File: config.mk
export PLATFORM = sky130hd
export DESIGN_NAME = chol_ctrl
export DESIGN_NICKNAME = d
export VERILOG_FILES = /design/src/rtl/core/chol_pkg.sv /design/src/rtl/core/chol_ctrl.sv
export SDC_FILE = /design/constraint.sdc
export NUM_CORES = 1
export LEC_CHECK = 0
export BUFFER_PORTS_ARGS = -buffer_cell sky130_fd_sc_hd__buf_2
export CAP_MARGIN = 10
export CELL_PAD_IN_SITES_DETAIL_PLACEMENT = 1
export CELL_PAD_IN_SITES_GLOBAL_PLACEMENT = 1
export CORE_MARGIN = 5
export CORE_UTILIZATION = 42
export CTS_BUF_LIST = sky130_fd_sc_hd__clkbuf_8 sky130_fd_sc_hd__clkbuf_16
export DETAILED_ROUTE_END_ITERATION = 8
export MAX_ROUTING_LAYER = met4
export PLACE_DENSITY_LB_ADDON = 0.08
export SETUP_SLACK_MARGIN = 0.2
export SLEW_MARGIN = 25
export SYNTH_ARGS = -nofsm -noshare
export SYNTH_HDL_FRONTEND = slang
export SYNTH_SLANG_ARGS = --single-unit
File: constraint.sdc
create_clock -name clk_i -period 4.4 [get_ports clk_i]
set_input_delay 0.66 -clock clk_i [delete_from_list [all_inputs] [get_ports clk_i]]
set_output_delay 0.66 -clock clk_i [all_outputs]
set_load 0.01 [all_outputs]
File: src/rtl/core/chol_pkg.sv
// ----------------------------------------------------------------------------
// chol_pkg: shared types and constants of the Cholesky factor-and-solve block
// Widths, request codes, register indexes and the controller command struct.
// ----------------------------------------------------------------------------
package chol_pkg;

  localparam int unsigned MaxSize = 16;
  localparam int unsigned IdxW    = 4;
  localparam int unsigned AddrW   = 8;
  localparam int unsigned AccW    = 72;

  localparam logic [1:0] ReqLoadMat = 2'd0;
  localparam logic [1:0] ReqLoadVec = 2'd1;
  localparam logic [1:0] ReqRun     = 2'd2;

  localparam logic [1:0] CfgSize  = 2'd0;
  localparam logic [1:0] CfgFloor = 2'd1;

  // accumulator start source
  localparam logic [1:0] InitMat = 2'd0;
  localparam logic [1:0] InitVec = 2'd1;
  localparam logic [1:0] InitY   = 2'd2;

  // multiplier second operand source
  localparam logic [1:0] OpMat = 2'd0;
  localparam logic [1:0] OpY   = 2'd1;
  localparam logic [1:0] OpX   = 2'd2;

  // destination of a divide result
  localparam logic [1:0] DstMat = 2'd0;
  localparam logic [1:0] DstY   = 2'd1;
  localparam logic [1:0] DstX   = 2'd2;

  typedef struct packed {
    logic             mem_rd;
    logic [AddrW-1:0] mem_addr;
    logic             acc_init;
    logic [1:0]       init_src;
    logic             mul_a_cap;
    logic             mac_go;
    logic [1:0]       op_src;
    logic [IdxW-1:0]  op_idx;
    logic             sqrt_go;
    logic             div_go;
    logic [1:0]       div_dst;
    logic [IdxW-1:0]  dst_idx;
    logic [AddrW-1:0] dst_addr;
    logic             diag_cap;
  } chol_cmd_t;

  typedef struct packed {
    logic mac_busy;
    logic unit_busy;
    logic pivot_bad;
  } chol_sts_t;

endpackage

File: src/rtl/core/chol_ctrl.sv
// ----------------------------------------------------------------------------
// chol_ctrl: sequencer of the Cholesky block
// Walks the factor, forward and backward loops and drives the datapath.
// ----------------------------------------------------------------------------
module chol_ctrl import chol_pkg::*; (
  input  logic            clk_i,
  input  logic            rst_ni,
  input  logic            start_i,
  input  logic [4:0]      n_i,
  input  chol_sts_t       sts_i,
  input  logic            out_ready_i,
  output chol_cmd_t       cmd_o,
  output logic            busy_o,
  output logic            out_valid_o,
  output logic            out_fail_o,
  output logic [IdxW-1:0] out_idx_o,
  output logic            out_last_o
);

  localparam logic [3:0] StIdle  = 4'd0;
  localparam logic [3:0] StInit  = 4'd1;
  localparam logic [3:0] StIw    = 4'd2;
  localparam logic [3:0] StRdA   = 4'd3;
  localparam logic [3:0] StRdB   = 4'd4;
  localparam logic [3:0] StMw    = 4'd5;
  localparam logic [3:0] StOp    = 4'd6;
  localparam logic [3:0] StDiag  = 4'd7;
  localparam logic [3:0] StUw    = 4'd8;
  localparam logic [3:0] StEmit  = 4'd9;
  localparam logic [3:0] StFail  = 4'd10;
  localparam logic [3:0] StDw    = 4'd11;

  // phases
  localparam logic [1:0] PhPiv = 2'd0;
  localparam logic [1:0] PhOff = 2'd1;
  localparam logic [1:0] PhFwd = 2'd2;
  localparam logic [1:0] PhBwd = 2'd3;

  logic [3:0] st_q, st_d;
  logic [1:0] ph_q, ph_d;
  logic [IdxW:0] i_q, i_d, j_q, j_d, k_q, k_d, n_q, n_d;
  logic [IdxW:0] kend;

  function automatic logic [AddrW-1:0] ad(logic [IdxW:0] r, logic [IdxW:0] c);
    return {r[IdxW-1:0], c[IdxW-1:0]};
  endfunction

  // inner loop bounds: k from kstart to kend
  always_comb begin
    case (ph_q)
      PhPiv:   kend = j_q;
      PhOff:   kend = j_q;
      PhFwd:   kend = i_q;
      default: kend = n_q;
    endcase
  end

  always_comb begin
    st_d = st_q; ph_d = ph_q; i_d = i_q; j_d = j_q; k_d = k_q; n_d = n_q;
    cmd_o = '0;
    out_valid_o = 1'b0; out_fail_o = 1'b0;
    out_idx_o = i_q[IdxW-1:0];
    out_last_o = (i_q == n_q - 1'b1);
    case (st_q)
      StIdle: begin
        if (start_i) begin
          n_d = n_i; j_d = '0; i_d = '0; ph_d = PhPiv; st_d = StInit;
        end
      end
      // seed accumulator
      StInit: begin
        case (ph_q)
          PhPiv: begin cmd_o.mem_addr = ad(j_q, j_q); k_d = '0; end
          PhOff: begin cmd_o.mem_addr = ad(i_q, j_q); k_d = '0; end
          PhFwd: begin
            cmd_o.acc_init = 1'b1; cmd_o.init_src = InitVec;
            cmd_o.op_idx = i_q[IdxW-1:0]; k_d = '0;
          end
          default: begin
            cmd_o.acc_init = 1'b1; cmd_o.init_src = InitY;
            cmd_o.op_idx = i_q[IdxW-1:0]; k_d = i_q + 1'b1;
          end
        endcase
        cmd_o.mem_rd = 1'b1;
        if (ph_q == PhPiv || ph_q == PhOff) cmd_o.acc_init = 1'b1;
        cmd_o.init_src = (ph_q == PhFwd) ? InitVec : (ph_q == PhBwd) ? InitY : InitMat;
        st_d = StIw;
      end
      StIw: st_d = StRdA;
      // read first factor of product
      StRdA: begin
        if (k_q >= kend) begin
          st_d = StMw;
        end else begin
          case (ph_q)
            PhPiv:   cmd_o.mem_addr = ad(j_q, k_q);
            PhOff:   cmd_o.mem_addr = ad(i_q, k_q);
            PhFwd:   cmd_o.mem_addr = ad(i_q, k_q);
            default: cmd_o.mem_addr = ad(k_q, i_q);
          endcase
          cmd_o.mem_rd = 1'b1;
          st_d = StRdB;
        end
      end
      StRdB: begin
        cmd_o.mul_a_cap = 1'b1;
        case (ph_q)
          PhPiv:   begin cmd_o.mem_addr = ad(j_q, k_q); cmd_o.op_src = OpMat; end
          PhOff:   begin cmd_o.mem_addr = ad(j_q, k_q); cmd_o.op_src = OpMat; end
          PhFwd:   begin cmd_o.op_src = OpY; end
          default: begin cmd_o.op_src = OpX; end
        endcase
        cmd_o.op_idx = k_q[IdxW-1:0];
        cmd_o.mem_rd = 1'b1;
        cmd_o.mac_go = 1'b1;
        k_d = k_q + 1'b1;
        st_d = StRdA;
      end
      // drain MAC, then load divisor
      StMw: begin
        cmd_o.mem_addr = (ph_q == PhOff) ? ad(j_q, j_q) : ad(i_q, i_q);
        cmd_o.mem_rd = 1'b1;
        if (!sts_i.mac_busy) st_d = StDw;
      end
      StDw: begin
        cmd_o.mem_addr = (ph_q == PhOff) ? ad(j_q, j_q) : ad(i_q, i_q);
        st_d = StDiag;
      end
      StDiag: begin
        cmd_o.dst_idx = i_q[IdxW-1:0];
        if (ph_q == PhPiv) begin
          if (sts_i.pivot_bad) begin
            st_d = StFail;
          end else begin
            cmd_o.sqrt_go = 1'b1; cmd_o.dst_addr = ad(j_q, j_q); st_d = StUw;
          end
        end else begin
          cmd_o.diag_cap = 1'b1;
          st_d = StOp;
        end
      end
      StOp: begin
        cmd_o.div_go = 1'b1;
        cmd_o.dst_idx = i_q[IdxW-1:0];
        cmd_o.dst_addr = ad(i_q, j_q);
        cmd_o.div_dst = (ph_q == PhOff) ? DstMat : (ph_q == PhFwd) ? DstY : DstX;
        st_d = StUw;
      end
      // wait on divider, step loops
      StUw: begin
        if (!sts_i.unit_busy && !cmd_o.div_go) begin
          st_d = StInit;
          case (ph_q)
            PhPiv: begin
              if (j_q + 1'b1 < n_q) begin i_d = j_q + 1'b1; ph_d = PhOff; end
              else begin i_d = '0; ph_d = PhFwd; end
            end
            PhOff: begin
              if (i_q + 1'b1 < n_q) i_d = i_q + 1'b1;
              else begin j_d = j_q + 1'b1; ph_d = PhPiv; end
            end
            PhFwd: begin
              if (i_q + 1'b1 < n_q) i_d = i_q + 1'b1;
              else begin i_d = n_q - 1'b1; ph_d = PhBwd; end
            end
            default: begin
              if (i_q == '0) st_d = StEmit;
              else i_d = i_q - 1'b1;
            end
          endcase
        end
      end
      StEmit: begin
        out_valid_o = 1'b1;
        if (out_ready_i) begin
          if (i_q == n_q - 1'b1) st_d = StIdle;
          else i_d = i_q + 1'b1;
        end
      end
      StFail: begin
        out_valid_o = 1'b1; out_fail_o = 1'b1; out_last_o = 1'b1;
        out_idx_o = '0;
        if (out_ready_i) st_d = StIdle;
      end
      default: st_d = StIdle;
    endcase
  end

  always_ff @(posedge clk_i or negedge rst_ni) begin
    if (!rst_ni) begin
      st_q <= StIdle; ph_q <= PhPiv;
      i_q <= '0; j_q <= '0; k_q <= '0; n_q <= '0;
    end else begin
      st_q <= st_d; ph_q <= ph_d;
      i_q <= i_d; j_q <= j_d; k_q <= k_d; n_q <= n_d;
    end
  end

  assign busy_o = (st_q != StIdle);

endmodule
==> impl_metrics.json, run 1 <==
{
  "synth_area_um2": 3090,
  "core_area_um2": 7210,
  "worst-setup-path-type": "reg -> out",
  "r2r_cells": 9,
  "rows": 31,
  "antenna_found_initial": 0,
  "skew_ps": 3.19,
  "grt_usage_pct": 26.2,
  "holdBufCountCts": 0,
  "drtIter0Drc": 212,
  "synth.distinct_cells": 59,
  "final_hold_viol_count": 0,
  "drive_gt1_share_pct": 21.3,
  "initial_core_util_pct": 42.8,
  "rsz0062_at_grt": "false",
  "routed_via_density": 6.23,
  "async_flop_share_pct": 100,
  "period_needed_ps": 3960,
  "synth_area_per_cell_um2": 7.69,
  "syn-num-nets": 439,
  "tightest_slew_ps": 746,
  "wl_per_cell_um": 21.4,
  "vdd_drop_max_mv": 0.255,
  "yosysWarningCount": 0,
  "vias": 3371,
  "finalCritPeriodShare_pct": 90.0,
  "crit_fanout": 11,
  "stdcell_count": 541,
  "cp.required_ps": 3740,
  "cp-end-kind": "primary output",
  "clkSlewWorstSetupHoldPaths_ps": 110,
  "ctsHtreeMaxLevel": 1,
  "r2r-end": "i_q[2]",
  "grt_pass1_wl_mm": 18.1,
  "clock_path_buffers": 2,
  "reg2reg_slack_ps": 820,
  "p_per_area_nw_per_um2": 527,
  "p_leak_uw": 0.00167,
  "synthCells": 402,
  "dpl.hpwl_mm": 8.87,
  "nets": 480,
  "fin_util_pct": 48.8,
  "dr.pass1.iters": 4,
  "drv_cap": 0,
  "dp_cells": 535,
  "placed_area_um2": 3430,
  "clock.fmax_mhz": 252,
  "dieArea_um2": 9170,
  "pin_count": 57,
  "ys_seq_elements": 26,
  "cts_tree": "built",
  "die_w_um": 95.8,
  "diodes": 0,
  "grt_start_max_net_pins": 27,
  "first_global_vias": 3355,
  "grt-ovfl-total": 0,
  "tns_ps": 0,
  "slew_headroom_pct": 49.9,
  "stdcell_area_um2": 3520,
  "clock-sinks": 26,
  "regToRegStartpoint": "i_q[1]",
  "place_congestion": 0.953,
  "clockRootBuffer": "clkbuf_8",
  "power.total_uw": 1860,
  "die_y_um": 95.8,
  "synth_top_flop_cell": "dfrtp_1",
  "wl_mm": 11.6,
  "setup_viol": 0,
  "port_buffers": 56,
  "clk_latency_ps": 280,
  "status": "completed",
  "finalMaxSlewViolations": 0,
  "cts_buffers": 3,
  "syn2layout_area_growth_pct": 13.8,
  "startpoint_type": "register",
  "hp-class": "in -> async",
  "ant_nets": 0,
  "arrival_ps": 3300,
  "synth_edf_count": 0,
  "ys_seq_area_share_pct": 21.1,
  "num-fill-cells": 940,
  "route.detailed.drc": 0
}
==> where the power goes <==
part | total [uW] | switching (uW) | leakage (uW) | internal, uW
clock network | 171 | 90.5 | 0.0000288 | 80.4
logic | 1190 | 726 | 0.00130 | 460
registers | 498 | 190 | 0.000340 | 309
==> placed cells by master, fill, tap and decap left out, types with 4 or more instances in the layout <==
master | Yosys | routed
a21oi_1 | 25 | 25
a221o_1 | 8 | 8
a22o_1 | 8 | 8
a22oi_1 | 12 | 12
a31oi_1 | 5 | 5
and2_1 | 8 | 8
and3_1 | 8 | 8
buf_2 | 4 | 56
buf_4 | 1 | 13
clkbuf_8 | 0 | 4
dfrtp_1 | 26 | 26
ha_1 | 25 | 23
inv_1 | 20 | 20
mux2_2 | 9 | 9
mux2i_1 | 6 | 6
nand2_1 | 37 | 37
nand2b_1 | 8 | 8
nand3_1 | 14 | 14
nor2_1 | 28 | 28
nor2b_1 | 4 | 4
nor3_1 | 9 | 9
o21ai_0 | 28 | 27
o221ai_1 | 8 | 8
o31ai_1 | 4 | 4
xnor2_1 | 12 | 12
xor2_1 | 5 | 5
==> worst max path at each step <==
stage / from / end / slack [ps] / cells after the start
floorplan: ph_q[1] / cmd_o[32] / 670 / 14
global placement: ph_q[0] / cmd_o[28] / 680 / 13
detailed placement: ph_q[1] / cmd_o[28] / 510 / 13
CTS: ph_q[0] / cmd_o[28] / 250 / 13
global route: ph_q[0] / cmd_o[28] / 230 / 13
finish: ph_q[0] / cmd_o[33] / 440 / 13
==> layout make-up <==
| cell class | instances | area, um^2 | share of cell area, % |
|---|---|---|---|
| Clock buffer | 4 | 55.1 | 1.56 |
| Tap cell | 99 | 124 | 3.52 |
| Inverter | 21 | 78.8 | 2.24 |
| Sequential cell | 26 | 651 | 18.5 |
| Multi-Input combinational cell | 322 | 2230 | 63.4 |
| Timing Repair Buffer | 69 | 378 | 10.7 |
==> routing by layer <==
layer | GRT usage, % | wire (um)
met1 | 35.1 | 5340
met2 | 42.8 | 5530
met3 | 1.95 | 534
met4 | 6.99 | 171
met5 | - | 0
==> cell usage after synthesis, types with 3 or more instances <==
| cell type | number | area, um^2 |
|---|---|---|
| o211ai_1 | 3 | 22.5 |
| or2_2 | 4 | 25.0 |
| nor2b_1 | 4 | 25.0 |
| buf_2 | 4 | 20.0 |
| nor3_1 | 9 | 45.0 |
| a31oi_1 | 5 | 31.3 |
| nor2_1 | 28 | 105 |
| a211oi_1 | 3 | 22.5 |
| xnor2_1 | 12 | 105 |
| nand2_1 | 37 | 139 |
| mux2i_1 | 6 | 60.1 |
| o31ai_1 | 4 | 30.0 |
| a22o_1 | 8 | 70.1 |
| nand3_1 | 14 | 70.1 |
| a21oi_1 | 25 | 125 |
| nor3b_1 | 3 | 22.5 |
| buf_1 | 3 | 11.3 |
| clkbuf_1 | 23 | 86.3 |
| mux2_2 | 9 | 101 |
| a221o_1 | 8 | 80.1 |
| ha_1 | 25 | 313 |
| o21ai_0 | 28 | 140 |
| o221ai_1 | 8 | 70.1 |
| o2111ai_1 | 3 | 26.3 |
| xor2_1 | 5 | 43.8 |
| dfrtp_1 | 26 | 651 |
| a22oi_1 | 12 | 90.1 |
| and3_1 | 8 | 50.1 |
| inv_1 | 20 | 75.1 |
| nand2b_1 | 8 | 50.1 |
| and2_1 | 8 | 50.1 |
==> worst max-delay path: stages (launching register included) <==
cell and delay (ps):
dfrtp_1 430, inv_1 90, ha_1 220, or2_4 290, a221oi_2 250, a21oi_1 70
ha_1 260, nand2b_1 140, a21o_1 170, a21oi_1 160, o21ai_1 140, or3_4 400
o21ai_0 210, buf_2 180
==> sequential cells by signal, summed over array words and instances (netlist names) <==
signal	cells
st_q	4
ph_q	2
n_q	5
i_q	5
k_q	5
j_q	5
==> cell families after synthesis <==
logic type	after synthesis	share of synthesized area (%)
AO/OA/AOI/OAI	131	29.4
XOR/XNOR	17	4.82
buffers and inverters	54	7.33
AND/OR/NAND/NOR	133	21.7
multiplexers	16	5.59
flip-flops	26	21.1
adder cells (fa/ha/maj)	25	10.1
==> timing repair <==
| action | 4_1_cts | 5_1_grt |
|---|---|---|
| gates resized for setup | 1 | 5 |
| setup endpoints to repair | 6 | 8 |
| setup buffers | 0 | 2 |
==> metrics by stage <==
| step | hold WS [ps] | setup slack, ps |
|---|---|---|
| 2_1_floorplan | 364 | 669 |
| 3_3_place_gp | 540 | 683 |
| 3_5_place_dp | 539 | 512 |
| 4_1_cts | 398 | 249 |
| 5_1_grt | 415 | 225 |
| 6_report | 382 | 438 |
No activity file was read; power rests on OpenSTA's default activity.
==> run 2: changes to the inputs <==
Settings changed: CORE_UTILIZATION 42 to 38.
Clock period 4.4 ns to 3.4 ns, I/O delays scaled along.
==> impl_metrics.json, run 2 (same netlist as run 1, synthesis figures left out) <==
{
  "ctsHtreeMaxLevel": 1,
  "skew_ps": 3.85,
  "worst-path-buf-inv": 3,
  "clkSlewWorstSetupHoldPaths_ps": 120,
  "core_area_um2": 7810,
  "initial_core_util_pct": 39.6,
  "cpLargestDelayFamily": "compound AO/OA/AOI/OAI gates",
  "syn2layout_area_growth_pct": 24.6,
  "rsz0062_at_grt": "true",
  "vias": 3485,
  "antenna_found_initial": 0,
  "slew_headroom_pct": 56.3,
  "routed_via_density": 6.10,
  "first_global_vias": 3536,
  "layout_common_cells": "buf_2, nand2_1, buf_4, nor2_1, a21oi_1",
  "rows": 32,
  "dieArea_um2": 10000,
  "switching_share_pct": 52.1,
  "hp-class": "in -> async",
  "violations": "negative setup slack",
  "p_leak_uw": 0.00183,
  "p_per_area_nw_per_um2": 696,
  "cp_slowest_cell": "dfrtp_2",
  "grt_pass1_wl_mm": 19.7,
  "grt-ovfl-total": 0,
  "arrival_ps": 3070,
  "route.detailed.drc": 0,
  "grt_usage_pct": 25.4,
  "seqPwrFrac_pct": 22.9,
  "port_buffers": 56,
  "layout_setup_ws_ps": -184,
  "ant_nets": 0,
  "drive_gt1_share_pct": 29.6,
  "setup_viol": 9,
  "clock_path_buffers": 2,
  "p_comb_share_pct": 66.4,
  "finalMaxSlewViolations": 0,
  "whs_ps": 224,
  "clock.fmax_mhz": 279,
  "path_cells": "inv_2, ha_4, or2_4, a221oi_2, a21oi_1, ha_1, nand2b_4, a21o_1, a21oi_2, o21ai_2, or3_1, buf_6, o221ai_4, buf_6",
  "diodes": 0,
  "wl_per_cell_um": 21.8,
  "seqCellArea_um2": 654,
  "period_needed_ps": 3580,
  "crit_fanout": 8,
  "vdd_drop_max_mv": 0.307,
  "cts_buffers": 3,
  "drv_cap": 0,
  "status": "complete, but fails checks",
  "dpl.hpwl_mm": 9.72,
  "cp.required_ps": 2890,
  "die_w_um": 100,
  "num-fill-cells": 973,
  "die_y_um": 100,
  "cell_internal_pwr_uw": 1290,
  "fin_util_pct": 49.3,
  "power_switching_uw": 1400,
  "clkPwrFrac_pct": 10.7,
  "dr.pass1.iters": 5,
  "max_stage_delay_ps": 430,
  "cp-end-kind": "primary output",
  "clk_latency_ps": 290,
  "final_hold_viol_count": 0,
  "drtIter0Drc": 170,
  "final_common_cell": "buf_2",
  "tightest_slew_ps": 655,
  "pin_count": 57,
  "place_congestion": 0.897,
  "startpoint_type": "register",
  "path_common_cell": "buf_6",
  "multiInputGateArea_um2": 2320,
  "finalCritPeriodShare_pct": 105,
  "placed_area_um2": 3700,
  "clockRootBuffer": "clkbuf_8",
  "worst-setup-path-type": "reg -> out",
  "post-place-ws_ps": -15.6,
  "clock-sinks": 26,
  "nets": 507,
  "stdcell_area_um2": 3850,
  "grt_start_max_net_pins": 27,
  "cts_tree": "built",
  "wl_mm": 12.4
}
==> run 2: changes by cell type in the layout (fill, tap and decap cells not counted), sizes merged <==
cell | before | now
buf | 69 | 96
bufinv | 0 | 1
clkbuf | 4 | 3
==> run 2: per-layer routing <==
layer / global-route usage, % / part of all wire (%) / vias to the layer above
met2: 40.8 / 48 / 124
li1: - / - / 1607
met1: 34.8 / 45 / 1738
met4: 4.66 / 1.1 / 0
met5: - / 0 / -
met3: 2.85 / 5.8 / 16
==> run 2: per-stage QoR <==
| stage | power, uW | instances | setup TNS [ps] |
|---|---|---|---|
| after global placement | 2260 | 563 | 0 |
| after detailed placement | 2310 | 563 | -15.6 |
| after CTS | 2630 | 569 | -1700 |
| after global routing | 2900 | 571 | -2750 |
| final | 2680 | 571 | -1330 |
| after floorplan | 1730 | 402 | 0 |
==> run 2: area by class of cell <==
cell class	count	share of cell area, %
multi-input cells	322	60.3
flip-flops and latches	26	17.0
repair buffers	96	15.5
well taps	102	3.31
inverters	21	2.05
clock buffers	3	1.07
clock inverters	1	0.780
==> run 2: worst paths after layout <==
check / startpoint / slack (ps) / end / cells after the start
min: rst_ni / 220 / i_q[3] / 1
max in group asynchronous: rst_ni / 2700 / ph_q[0] / 1
max reg2reg: i_q[1] / 420 / i_q[3] / 10
max: ph_q[0] / -180 / cmd_o[28] / 14
min in group clk_i: n_i[1] / 450 / n_q[1] / 2
min reg2reg: k_q[4] / 540 / k_q[4] / 1
==> run 2: power by group through the flow <==
stage	logic (uW)	registers [uW]	clock network (uW)
finish	1780	614	287
global placement	1650	612	0
detailed placement	1700	613	0
floorplan	1250	482	0
CTS	1740	606	290
global route	1970	630	303
==> run 2: what timing repair did <==
item / 4_1_cts / 5_1_grt
pin swaps: 1 / 5
setup buffers: 2 / 2
endpoints found under the setup margin: 9 / 15
gates resized for setup: 6 / 10
hold buffers: 0 / 0
